## config.mk

```make
export PLATFORM = sky130hd
export DESIGN_NAME = deadline_timer_queue_unit
export DESIGN_NICKNAME = d
export VERILOG_FILES = /design/src/rtl/core/dtq_pkg.sv /design/src/rtl/core/dtq_div.sv /design/src/rtl/core/dtq_front.sv /design/src/rtl/core/dtq_back.sv /design/src/rtl/core/deadline_timer_queue_unit.sv
export SDC_FILE = /design/constraint.sdc
export NUM_CORES = 2
export LEC_CHECK = 0
export BUFFER_PORTS_ARGS = -buffer_cell sky130_fd_sc_hd__buf_2
export CELL_PAD_IN_SITES_DETAIL_PLACEMENT = 1
export CELL_PAD_IN_SITES_GLOBAL_PLACEMENT = 2
export CORE_MARGIN = 3
export CORE_UTILIZATION = 44
export CTS_CLUSTER_DIAMETER = 100
export DETAILED_ROUTE_END_ITERATION = 16
export PLACE_DENSITY = 0.78
export SYNTH_ARGS = -nofsm -noshare
export SYNTH_HDL_FRONTEND = slang
export SYNTH_HIERARCHICAL = 1
export SYNTH_SLANG_ARGS = --single-unit
export TNS_END_PERCENT = 30
```

## constraint.sdc

```tcl
create_clock -name clk -period 12.7 [get_ports clk]
set_clock_uncertainty 0.2 [all_clocks]
set_input_delay 3.175 -clock clk [delete_from_list [all_inputs] [get_ports clk]]
set_output_delay 3.175 -clock clk [all_outputs]
set_load 0.005 [all_outputs]
```

## src/rtl/core/dtq_pkg.sv

```systemverilog
// ----------------------------------------------------------------------------
// dtq_pkg
// Shared types and constants of the deadline timer queue.
// ----------------------------------------------------------------------------
package dtq_pkg;

	localparam logic [63:0] ALL_ONES   = 64'hFFFF_FFFF_FFFF_FFFF;
	localparam int          RESULT_CAP = 8;
	localparam int          PADDR_W    = 3;

	localparam logic [PADDR_W-1:0] ADDR_TICK_RATE = 3'd0;
	localparam logic [PADDR_W-1:0] ADDR_HANDLER   = 3'd4;

	typedef enum logic [1:0] {
		KIND_SCHED  = 2'd0,
		KIND_CANCEL = 2'd1,
		KIND_TICK   = 2'd2,
		KIND_RSVD   = 2'd3
	} kind_t;

	typedef struct packed {
		kind_t       kind;
		logic [2:0]  timer_id;
		logic [63:0] first_delay;
		logic [63:0] repeat_period;
		logic [63:0] now_time;
	} cmd_t;

	typedef struct packed {
		logic        status;
		logic        fired_valid;
		logic [2:0]  fired_id;
		logic        last;
		logic [63:0] next_deadline;
	} res_t;

	// item as classified by the front end
	typedef struct packed {
		cmd_t cmd;
		logic sched_ok;
		logic id_ok;
	} q_item_t;

	typedef struct packed {
		logic    valid;
		q_item_t item;
	} q_link_t;

	typedef enum logic [3:0] {
		ST_IDLE,
		ST_CMD,
		ST_UNLINK,
		ST_LPOS,
		ST_LINS,
		ST_SCAN,
		ST_ADV,
		ST_DIV,
		ST_HEAD,
		ST_EMIT
	} state_t;

endpackage

```

## src/rtl/core/dtq_div.sv

```systemverilog
// ----------------------------------------------------------------------------
// dtq_div
// Restoring 64-bit divider, one quotient bit per cycle, remainder only.
// ----------------------------------------------------------------------------
module dtq_div (
	input  logic        clk,
	input  logic        arst_n,
	input  logic        start,
	input  logic [63:0] dividend,
	input  logic [63:0] divisor,
	output logic        done,
	output logic [63:0] remainder
);

	logic [63:0] rem_q;
	logic [63:0] dvd_q;
	logic [63:0] dvs_q;
	logic [6:0]  cnt_q;
	logic        done_q;
	logic [64:0] trial;

	assign trial = {rem_q, dvd_q[63]};

	always_ff @(posedge clk or negedge arst_n) begin
		if (!arst_n) begin
			cnt_q  <= '0;
			done_q <= 1'b0;
		end else begin
			done_q <= 1'b0;
			if (start) begin
				cnt_q <= 7'd64;
			end else if (cnt_q != '0) begin
				cnt_q <= cnt_q - 7'd1;
				if (cnt_q == 7'd1) begin
					done_q <= 1'b1;
				end
			end
		end
	end

	always_ff @(posedge clk) begin
		if (start) begin
			rem_q <= '0;
			dvd_q <= dividend;
			dvs_q <= divisor;
		end else if (cnt_q != '0) begin
			dvd_q <= {dvd_q[62:0], 1'b0};
			if (trial >= {1'b0, dvs_q}) begin
				rem_q <= 64'(trial - {1'b0, dvs_q});
			end else begin
				rem_q <= trial[63:0];
			end
		end
	end

	assign done      = done_q;
	assign remainder = rem_q;

endmodule

```

## src/rtl/core/dtq_front.sv

```systemverilog
// ----------------------------------------------------------------------------
// dtq_front
// Accepts commands, checks them against the config, and queues them.
// ----------------------------------------------------------------------------
module dtq_front #(
	parameter int TIMERS = 8
) (
	input  logic                 clk,
	input  logic                 arst_n,
	input  logic                 start,
	input  dtq_pkg::cmd_t        cmd,
	output logic                 busy,
	input  logic [31:0]          tick_rate,
	input  logic [7:0]           handler_mask,
	output dtq_pkg::q_link_t     q_out,
	input  logic                 q_pop
);

	dtq_pkg::q_item_t ent_q [2];
	logic             wr_ptr_q;
	logic             rd_ptr_q;
	logic [1:0]       cnt_q;
	logic             push;
	logic             pop;
	logic             id_ok;
	dtq_pkg::q_item_t item;

	assign id_ok = int'(cmd.timer_id) < TIMERS;

	always_comb begin
		item          = '0;
		item.cmd      = cmd;
		item.id_ok    = id_ok;
		item.sched_ok = (cmd.kind == dtq_pkg::KIND_SCHED) && id_ok &&
			handler_mask[cmd.timer_id] && (tick_rate != '0);
	end

	assign busy  = (cnt_q == 2'd2);
	assign push  = start && !busy;
	assign pop   = q_pop && (cnt_q != '0);

	always_ff @(posedge clk or negedge arst_n) begin
		if (!arst_n) begin
			wr_ptr_q <= 1'b0;
			rd_ptr_q <= 1'b0;
			cnt_q    <= '0;
		end else begin
			if (push) wr_ptr_q <= !wr_ptr_q;
			if (pop)  rd_ptr_q <= !rd_ptr_q;
			cnt_q <= 2'(cnt_q + {1'b0, push} - {1'b0, pop});
		end
	end

	always_ff @(posedge clk) begin
		if (push) begin
			ent_q[wr_ptr_q] <= item;
		end
	end

	assign q_out.valid = (cnt_q != '0);
	assign q_out.item  = ent_q[rd_ptr_q];

endmodule

```

## src/rtl/core/dtq_back.sv

```systemverilog
// ----------------------------------------------------------------------------
// dtq_back
// Executes queued commands on the slot table and emits the results.
// ----------------------------------------------------------------------------
module dtq_back #(
	parameter int TIMERS = 8
) (
	input  logic             clk,
	input  logic             arst_n,
	input  dtq_pkg::q_link_t q_in,
	output logic             q_pop,
	output logic             result_valid,
	output dtq_pkg::res_t    result
);

	localparam int SW = (TIMERS > 1) ? $clog2(TIMERS) : 1;

	dtq_pkg::state_t  state_q, state_d;
	dtq_pkg::q_item_t op_q;
	logic [SW-1:0]    tgt_q;
	logic [63:0]      new_d_q;
	logic             link_after_q;
	logic [SW-1:0]    pos_q;
	logic [63:0]      dl_q   [TIMERS];
	logic [63:0]      per_q  [TIMERS];
	logic [TIMERS-1:0] act_q;
	logic [SW-1:0]    rank_q [TIMERS];
	logic [SW-1:0]    fired_q [dtq_pkg::RESULT_CAP];
	logic [3:0]       nfired_q;
	logic [TIMERS-1:0] fmask_q;
	logic [63:0]      next_q;
	logic [2:0]       emit_q;

	logic             head_found;
	logic [SW-1:0]    head_id;
	logic             fire;
	logic [63:0]      now;
	logic [63:0]      sch_d;
	logic [64:0]      sch_sum;
	logic [64:0]      adv_sum;
	logic [63:0]      adv_d1;
	logic             need_div;
	logic [64:0]      fin_sum;
	logic [SW:0]      pos_cnt;
	logic             div_start;
	logic             div_done;
	logic [63:0]      div_rem;
	logic             is_tick;
	logic             emit_last;

	assign now     = op_q.cmd.now_time;
	assign is_tick = (op_q.cmd.kind == dtq_pkg::KIND_TICK);

	// head of the order: active slot with rank zero
	always_comb begin
		head_found = 1'b0;
		head_id    = '0;
		for (int j = 0; j < TIMERS; j++) begin
			if (act_q[j] && rank_q[j] == '0) begin
				head_found = 1'b1;
				head_id    = SW'(j);
			end
		end
	end

	assign fire = head_found && (dl_q[head_id] <= now) && !fmask_q[head_id] &&
		(nfired_q < 4'(dtq_pkg::RESULT_CAP));

	// schedule deadline: now + max(delay, 1), saturating
	always_comb begin
		sch_sum = {1'b0, now} + {1'b0, (op_q.cmd.first_delay == '0) ? 64'd1 :
			op_q.cmd.first_delay};
		sch_d   = sch_sum[64] ? dtq_pkg::ALL_ONES : sch_sum[63:0];
	end

	// periodic advance: first step, then remainder-based catch-up
	assign adv_sum  = {1'b0, dl_q[tgt_q]} + {1'b0, per_q[tgt_q]};
	assign adv_d1   = adv_sum[64] ? dtq_pkg::ALL_ONES : adv_sum[63:0];
	assign need_div = !((adv_d1 > now) || (adv_d1 == dtq_pkg::ALL_ONES));
	assign fin_sum  = {1'b0, 64'(now - div_rem)} + {1'b0, per_q[tgt_q]};
	assign div_start = (state_q == dtq_pkg::ST_ADV) && need_div;

	dtq_div u_div (
		.clk       (clk),
		.arst_n    (arst_n),
		.start     (div_start),
		.dividend  (64'(now - adv_d1)),
		.divisor   (per_q[tgt_q]),
		.done      (div_done),
		.remainder (div_rem)
	);

	// insertion position: active slots with deadline at or before the new one
	always_comb begin
		pos_cnt = '0;
		for (int j = 0; j < TIMERS; j++) begin
			if (act_q[j] && SW'(j) != tgt_q && dl_q[j] <= new_d_q) begin
				pos_cnt = (SW+1)'(pos_cnt + 1'b1);
			end
		end
	end

	assign emit_last = (nfired_q == '0) || ({1'b0, emit_q} == 4'(nfired_q - 4'd1));

	// next state
	always_comb begin
		state_d = state_q;
		unique case (state_q)
			dtq_pkg::ST_IDLE: if (q_in.valid) state_d = dtq_pkg::ST_CMD;
			dtq_pkg::ST_CMD: begin
				unique case (op_q.cmd.kind)
					dtq_pkg::KIND_SCHED:
						state_d = op_q.sched_ok ? dtq_pkg::ST_UNLINK : dtq_pkg::ST_HEAD;
					dtq_pkg::KIND_CANCEL:
						state_d = op_q.id_ok ? dtq_pkg::ST_UNLINK : dtq_pkg::ST_HEAD;
					dtq_pkg::KIND_TICK:   state_d = dtq_pkg::ST_SCAN;
					dtq_pkg::KIND_RSVD:   state_d = dtq_pkg::ST_HEAD;
					default:              state_d = dtq_pkg::ST_HEAD;
				endcase
			end
			dtq_pkg::ST_UNLINK: begin
				if (link_after_q)  state_d = dtq_pkg::ST_LPOS;
				else if (is_tick)  state_d = dtq_pkg::ST_SCAN;
				else               state_d = dtq_pkg::ST_HEAD;
			end
			dtq_pkg::ST_LPOS: state_d = dtq_pkg::ST_LINS;
			dtq_pkg::ST_LINS: state_d = is_tick ? dtq_pkg::ST_SCAN : dtq_pkg::ST_HEAD;
			dtq_pkg::ST_SCAN: begin
				if (!fire)                       state_d = dtq_pkg::ST_HEAD;
				else if (per_q[head_id] != '0)   state_d = dtq_pkg::ST_ADV;
				else                             state_d = dtq_pkg::ST_UNLINK;
			end
			dtq_pkg::ST_ADV: state_d = need_div ? dtq_pkg::ST_DIV : dtq_pkg::ST_UNLINK;
			dtq_pkg::ST_DIV: if (div_done) state_d = dtq_pkg::ST_UNLINK;
			dtq_pkg::ST_HEAD: state_d = dtq_pkg::ST_EMIT;
			dtq_pkg::ST_EMIT: if (emit_last) state_d = dtq_pkg::ST_IDLE;
			default: state_d = dtq_pkg::ST_IDLE;
		endcase
	end

	// outputs
	always_comb begin
		q_pop               = (state_q == dtq_pkg::ST_IDLE) && q_in.valid;
		result_valid        = (state_q == dtq_pkg::ST_EMIT);
		result.status       = (op_q.cmd.kind == dtq_pkg::KIND_SCHED) && !op_q.sched_ok;
		result.fired_valid  = (nfired_q != '0);
		result.fired_id     = (nfired_q != '0) ? 3'(int'(fired_q[emit_q])) : 3'd0;
		result.last         = emit_last;
		result.next_deadline = next_q;
	end

	always_ff @(posedge clk or negedge arst_n) begin
		if (!arst_n) begin
			state_q  <= dtq_pkg::ST_IDLE;
			act_q    <= '0;
			nfired_q <= '0;
			fmask_q  <= '0;
			emit_q   <= '0;
			for (int j = 0; j < TIMERS; j++) rank_q[j] <= '0;
		end else begin
			state_q <= state_d;
			unique case (state_q)
				dtq_pkg::ST_CMD: begin
					nfired_q <= '0;
					fmask_q  <= '0;
					emit_q   <= '0;
				end
				dtq_pkg::ST_UNLINK: begin
					if (act_q[tgt_q]) begin
						for (int j = 0; j < TIMERS; j++) begin
							if (act_q[j] && rank_q[j] > rank_q[tgt_q]) begin
								rank_q[j] <= SW'(rank_q[j] - 1'b1);
							end
						end
						act_q[tgt_q]  <= 1'b0;
						rank_q[tgt_q] <= '0;
					end
				end
				dtq_pkg::ST_LINS: begin
					for (int j = 0; j < TIMERS; j++) begin
						if (act_q[j] && SW'(j) != tgt_q && rank_q[j] >= pos_q) begin
							rank_q[j] <= SW'(rank_q[j] + 1'b1);
						end
					end
					rank_q[tgt_q] <= pos_q;
					act_q[tgt_q]  <= 1'b1;
				end
				dtq_pkg::ST_SCAN: begin
					if (fire) begin
						fmask_q[head_id] <= 1'b1;
						nfired_q         <= 4'(nfired_q + 4'd1);
					end
				end
				dtq_pkg::ST_EMIT: emit_q <= 3'(emit_q + 3'd1);
				default: ;
			endcase
		end
	end

	// payload
	always_ff @(posedge clk) begin
		unique case (state_q)
			dtq_pkg::ST_IDLE: if (q_in.valid) op_q <= q_in.item;
			dtq_pkg::ST_CMD: begin
				tgt_q        <= SW'(int'(op_q.cmd.timer_id));
				link_after_q <= (op_q.cmd.kind == dtq_pkg::KIND_SCHED);
				new_d_q      <= sch_d;
				if (op_q.sched_ok) begin
					per_q[SW'(int'(op_q.cmd.timer_id))] <= op_q.cmd.repeat_period;
				end
			end
			dtq_pkg::ST_LPOS: pos_q <= pos_cnt[SW-1:0];
			dtq_pkg::ST_LINS: dl_q[tgt_q] <= new_d_q;
			dtq_pkg::ST_SCAN: begin
				if (fire) begin
					tgt_q        <= head_id;
					link_after_q <= (per_q[head_id] != '0);
					fired_q[nfired_q[2:0]] <= head_id;
				end
			end
			dtq_pkg::ST_ADV: new_d_q <= adv_d1;
			dtq_pkg::ST_DIV: begin
				if (div_done) begin
					new_d_q <= fin_sum[64] ? dtq_pkg::ALL_ONES : fin_sum[63:0];
				end
			end
			dtq_pkg::ST_HEAD: next_q <= head_found ? dl_q[head_id] : dtq_pkg::ALL_ONES;
			default: ;
		endcase
	end

endmodule

```

## src/rtl/core/deadline_timer_queue_unit.sv

```systemverilog
// ----------------------------------------------------------------------------
// deadline_timer_queue_unit
// Multi-slot one-shot / periodic deadline timer with ordered expiry.
// ----------------------------------------------------------------------------
// An item is taken when start is high and busy is low; a two-entry queue
// sits between the command front end and the executing back end, so busy
// only rises once two items wait. Results come out one per cycle on
// result_valid and cannot be stalled; every result of an item carries the
// same next_deadline and the final one has last set. The back end pops an
// item, then runs command, unlink, position, insert and head for an accepted
// schedule; a cancel skips position and insert, and a refused schedule or
// the unused kind goes straight to head. In a tick, a fired one-shot slot is
// unlinked and a fired periodic slot is advanced, unlinked and re-inserted;
// one that missed more than one period also waits on the bit-serial remainder
// unit. A tick fires at most 8 slots. Registers: tick_rate_hz at address 0
// (zero rejects all schedules), handler_present_mask at 4.
// ----------------------------------------------------------------------------
module deadline_timer_queue_unit #(
	parameter int TIMERS = 8
) (
	input  logic                           clk,
	input  logic                           arst_n,
	// command channel
	input  logic                           start,
	input  dtq_pkg::cmd_t                  cmd,
	output logic                           busy,
	// result channel
	output logic                           result_valid,
	output dtq_pkg::res_t                  result,
	// config port
	input  logic                           psel,
	input  logic                           penable,
	input  logic                           pwrite,
	input  logic [dtq_pkg::PADDR_W-1:0]    paddr,
	input  logic [31:0]                    pwdata,
	output logic [31:0]                    prdata,
	output logic                           pready
);

	logic [31:0]      tick_rate_q;
	logic [7:0]       handler_mask_q;
	dtq_pkg::q_link_t q_link;
	logic             q_pop;
	logic             wr_en;

	assign pready = 1'b1;
	assign wr_en  = psel && penable && pwrite;

	always_ff @(posedge clk or negedge arst_n) begin
		if (!arst_n) begin
			tick_rate_q    <= '0;
			handler_mask_q <= '0;
		end else if (wr_en) begin
			if (paddr == dtq_pkg::ADDR_TICK_RATE) tick_rate_q    <= pwdata;
			if (paddr == dtq_pkg::ADDR_HANDLER)   handler_mask_q <= pwdata[7:0];
		end
	end

	always_comb begin
		prdata = '0;
		if (paddr == dtq_pkg::ADDR_TICK_RATE)    prdata = tick_rate_q;
		else if (paddr == dtq_pkg::ADDR_HANDLER) prdata = {24'd0, handler_mask_q};
	end

	// front: accept and classify
	dtq_front #(.TIMERS(TIMERS)) u_front (
		.clk          (clk),
		.arst_n       (arst_n),
		.start        (start),
		.cmd          (cmd),
		.busy         (busy),
		.tick_rate    (tick_rate_q),
		.handler_mask (handler_mask_q),
		.q_out        (q_link),
		.q_pop        (q_pop)
	);

	// back: slot table, order, expiry and results
	dtq_back #(.TIMERS(TIMERS)) u_back (
		.clk          (clk),
		.arst_n       (arst_n),
		.q_in         (q_link),
		.q_pop        (q_pop),
		.result_valid (result_valid),
		.result       (result)
	);

endmodule
```

; Yosys cells after proc, flatten, opt, wreduce, memory -nomap -nowiden
; Memory sizes are Yosys's and may differ from the RTL's. A register that Yosys moved wholly into a read port is not among the register bits.
; Cells that the tools add are included.
[totals]
reg_bits = 431
mem_bits_rw = 1444
input_bits = 238
mem_count = 4
[op_classes]
addsub = 35
magnitude_cmp = 35
eq_ne = 29
mux = 133
n_bitwise = 7
reduce_logical = 95
[mem_list]
columns = memory, words, word_bits, rd, rd_ports_with_merged_regs, wr, line_no
row1 = u_back.dl_q, 8, 64, 10, 1, 1, dtq_back.sv:24  ; logic [63:0] dl_q [TIMERS];
row2 = u_back.per_q, 8, 64, 2, 1, 1, dtq_back.sv:25  ; logic [63:0] per_q [TIMERS];
row3 = u_front.ent_q, 2, 198, 1, 1, 1, dtq_front.sv:19  ; dtq_pkg::q_item_t ent_q [2];
row4 = u_back.fired_q, 8, 3, 1, 0, 1, dtq_back.sv:28  ; logic [SW-1:0] fired_q [dtq_pkg::RESULT_CAP];
[ops]
columns = op, n
row1 = $le A64 B64 Y1, 9
row2 = $mux W64, 8
row3 = $add A64 B64 Y65, 3
row4 = $pmux W64 S3, 1
row5 = $sub A64 B64 Y64, 3
row6 = $mux W3, 59
row7 = $ge A65 B64 Y1, 1
row8 = $eq A64 B64 Y1 const B, 1
row9 = $gt A64 B64 Y1, 1
row10 = $logic_not A64 Y1, 1
row11 = $reduce_bool A64 Y1, 1
row12 = $logic_and A1 B1 Y1, 55
row13 = $pmux W24 S2, 1
row14 = $add A3 B1 Y3 const B, 14
row15 = $pmux W4 S10, 1
row16 = $mux W4, 9
row17 = $mux W32, 1
row18 = $pmux W8 S2, 2
row19 = $reduce_bool A32 Y1, 1
row20 = $mux W1, 29
row21 = $logic_not A3 Y1, 9
row22 = $and A24 B24 Y24, 1
row23 = $bwmux W24, 1
row24 = $ge A3 B3 Y1, 8
row25 = other kinds (55), 114

; Depth between registers and ports, before layout
[logic_depth]
word_depth = 18
ltp_mapped = 41

; Modules after synthesis
; Netlist, hierarchy kept.
[modules_own_cells]
columns = mod, n_inst, cells_per_inst, area_per_inst_um2, seq_area_each_um2
row1 = dtq_back, 1, 8140, 93033.0, 42836.1
row2 = dtq_front, 1, 651, 14614.0, 11991.5
row3 = dtq_div, 1, 1156, 11711.2, 5325.1
row4 = deadline_timer_queue_unit, 1, 135, 1985.7, 1001.0

; Least setup slack after synthesis
; No wires, ideal clock.
[synth_timing]
kind = input -> register
from = input start
to = memory u_front/ent_q[0][0] (netlist bit) (enable)
setup_ps = 759
arrival_time_ps = 11477
required_ps = 11741
slack_ps = 263
stages = 2
path_buffers = 0
cell_sequence = nand2_1 nor2_1
[synth_via]
elab_chain_len = 3
[synth_lines]
columns = item, line_no
row1 = from (decl), deadline_timer_queue_unit.sv:24  ; input logic start,
row2 = $logic_and A1 B1 Y1, dtq_front.sv:39  ; assign push = start && !busy;
row3 = $mux W1, dtq_front.sv:55  ; if (push) begin
row4 = $mux W1 (implied by the code), dtq_front.sv:56  ; ent_q[wr_ptr_q] <= item;
row5 = to (decl), dtq_front.sv:19
; Every way passes these cells.

==> flow_summary.ini <==
[outcome]
status = completed

[cts]
htree_levels = 4
cts_max_path_buffers = 4
cts_tree = done
post_cts_buffers = 0
ctsRootBufferMaster = clkbuf_16
cts_sinks = 2076
cts_resized = 0
clkSlewWorstSetupHoldPaths_ns = 0.06
cts_hold_buf = 0
clkLatencyLatePin_ns = 0.98
cts_buffers = 226

[yosys]
synthTopCellsByArea = edfxtp_1 47%, ha_1 11%, mux4_2 5.0%
synth_edf_count = 1906
yosysUniqueCellTypes = 120
yosys_warnings = 6
yosysMostFrequentCell = edfxtp_1
synth_top_cell_by_area = edfxtp_1
synth_commonest_cells = 1906 x edfxtp_1, 1044 x ha_1, 713 x a21oi_1
synthArstFlopShare_pct = 4.96
synthCells = 10100
synth_top_cell_area_share_pct = 47.2
synth-seq-area-share_pct = 50.4
synth.avg_cell_area_sq_um = 12.0
synth-seq-cells = 2076
ys.flop_type = edfxtp_1
synthesis.nets = 11400
syn-cell-area_sq_mm = 0.121

[floorplan]
die-area_sq_mm = 0.282
start_util_pct = 44.3
die_h_um = 531
rows = 192
die_x_um = 531
io_pins = 343
coreArea_sq_mm = 0.274

[final_layout]
area_growth_pct = 11.4
layoutNonFillerInstCount = 14300
design_area_sq_mm = 0.135
fillers = 28200
layout-drive-gt1-share_pct = 16.2
nNetsFinal = 11700
final_util_pct = 49.3

[global_routing]
grt_pass1_vias = 94200
grt_usage_pct = 34.7
grt_pass1_wl_um = 703000
overflow = 0
antenna_found_initial = 55
grt_max_degree = 141

[placement]
dpl.hpwl_um = 387000
place_area_sq_mm = 0.128
post-place-cells = 13800
finalWeightedCongestion = 1.02
io_buffers = 341

[route]
viasPerCell = 6.53
first_iter_violations = 10700
wire_per_inst_um = 35.0
drt_first_pass_iters = 6
wl_um = 500000
via_count = 93300
ant_nets = 0
drc = 0

[hold_path]
holdPathStages = 1
hp-class = reg2reg
holdPathEnd = u_back/fmask_q[5]
hp-start = u_back/fmask_q[5]

[sta]
finalSetupViolCount = 0
fin_crit_sh_pct = 92.4
rsz0062_at_grt = no
hold_viol = 0
relSlewSlack_pct = 4.77
tightest_slew_ns = 1.42
final.min_clock_period_ns = 11.73
fmax_ghz = 0.0853
maxSlewViolCount = 0
fin_tns_setup_ns = 0

[critical_path]
required_ns = 13.34
worst_r2r_endpoint = u_back/u_div/remainder[59]
path_common_cell = o21ai_0
cp_max_fo = 47
cp_slowest_cell = dfxtp_4
cp_slowest_stage_delay_ns = 0.99
cp.arrival_ns = 12.37
critPathKind = reg2reg
crit_path_start_kind = flip-flop
rr_worst_depth = 33
rrSetupSlack_ns = 0.97
end_kind = flip-flop

[job]
max_cap_violations = 0
[cell type report]
cell class,count,area (sq um),area share [%]
clock buffers,274,5920,4.38
clock inverters,141,1480,1.09
diodes,34,85.1,0.0629
inverters,418,1580,1.17
multi-input cells,7135,57100,42.2
flip-flops and latches,2076,61200,45.3
repair buffers,515,3270,2.42
well taps,3686,4610,3.41
[registers in the layout, indices dropped and copies added, names as in the netlist, 2 cells and up, named ones only]
signal / cells
handler_mask_q: 8
tick_rate_q: 32
u_back/dl_q: 512
u_back/emit_q: 3
u_back/fired_q: 24
u_back/fmask_q: 8
u_back/new_d_q: 64
u_back/next_q: 64
u_back/nfired_q: 4
u_back/now: 64
u_back/op_q: 135
u_back/per_q: 512
u_back/pos_q: 3
u_back/rank_q: 24
u_back/state_q: 4
u_back/tgt_q: 3
u_back/u_div/cnt_q: 7
u_back/u_div/dvd_q: 64
u_back/u_div/dvs_q: 64
u_back/u_div/remainder: 64
u_front/cnt_q: 2
u_front/ent_q: 396
[cells by family after synthesis]
| group | synth area share (%) |
|---|---|
| AND/OR/NAND/NOR | 10.2 |
| adder cells (fa/ha/maj) | 10.9 |
| AO/OA/AOI/OAI | 13.2 |
| buffers and inverters | 2.87 |
| XOR/XNOR | 2.62 |
| other | 0.00619 |
| flip-flops | 50.4 |
| multiplexers | 9.82 |
[worst max path at each step]
stage	from	end	slack [ns]	depth (start not counted)
after detailed placement	flip-flop	u_back/u_div/remainder[59]	1.33	33
after global routing	flip-flop	u_back/u_div/remainder[59]	0.53	33
after global placement	flip-flop	u_back/u_div/remainder[59]	1.38	33
after floorplan	start	u_front/ent_q[0][0]	0.26	2
final	flip-flop	u_back/u_div/remainder[59]	0.97	33
after CTS	flip-flop	u_back/u_div/remainder[59]	1.23	33
[metrics by stage]
stage | worst slack (ns) | hold WS, ns
floorplan | 0.263 | 0.256
global placement | 1.38 | 0.272
detailed placement | 1.33 | 0.285
CTS | 1.23 | 0.300
global route | 0.535 | 0.315
finish | 0.971 | 0.295
[routing by layer]
| layer | GRT usage [%] | vias up | part of all wire [%] |
|---|---|---|---|
| li1 | - | 39700 | - |
| met1 | 46.7 | 47800 | 41 |
| met4 | 18.4 | 22 | 6.2 |
| met3 | 7.67 | 985 | 9.5 |
| met5 | 0.342 | - | 0.027 |
| met2 | 52.2 | 4699 | 43 |
[layout by cell type, fill, tap and decap left out, drive strengths merged, types with 73 or more instances in the layout]
cell    count
edfxtp   1906
ha       1044
a21oi     716
nand2     695
buf       515
nor2      494
o21ai     488
mux2      439
inv       427
a21o      365
clkbuf    274
mux4      272
nand4     261
xnor2     202
nor4      193
nand3     177
xor2      158
nand2b    138
nor2b     113
nor3      112
o22ai     106
dfrtp     103
clkinv     98
a31oi      89
o21a       75
mux2i      73
and3       73
a211oi     73
[critical path, delay by kind of cell, from the launching register on]
kind                       cells  cell delay [ns]
and+or+nand+nor               10             4.20
DFF                            1             0.99
AOI/OAI and AO/OA             15             4.15
muxes                          1             0.41
buffers and inverters          4             0.76
adders and majority gates      3             0.83
Power is left out: the tool's default activity adds up to more than one toggle a clock period on the data nets, which glitch-free logic cannot reach.
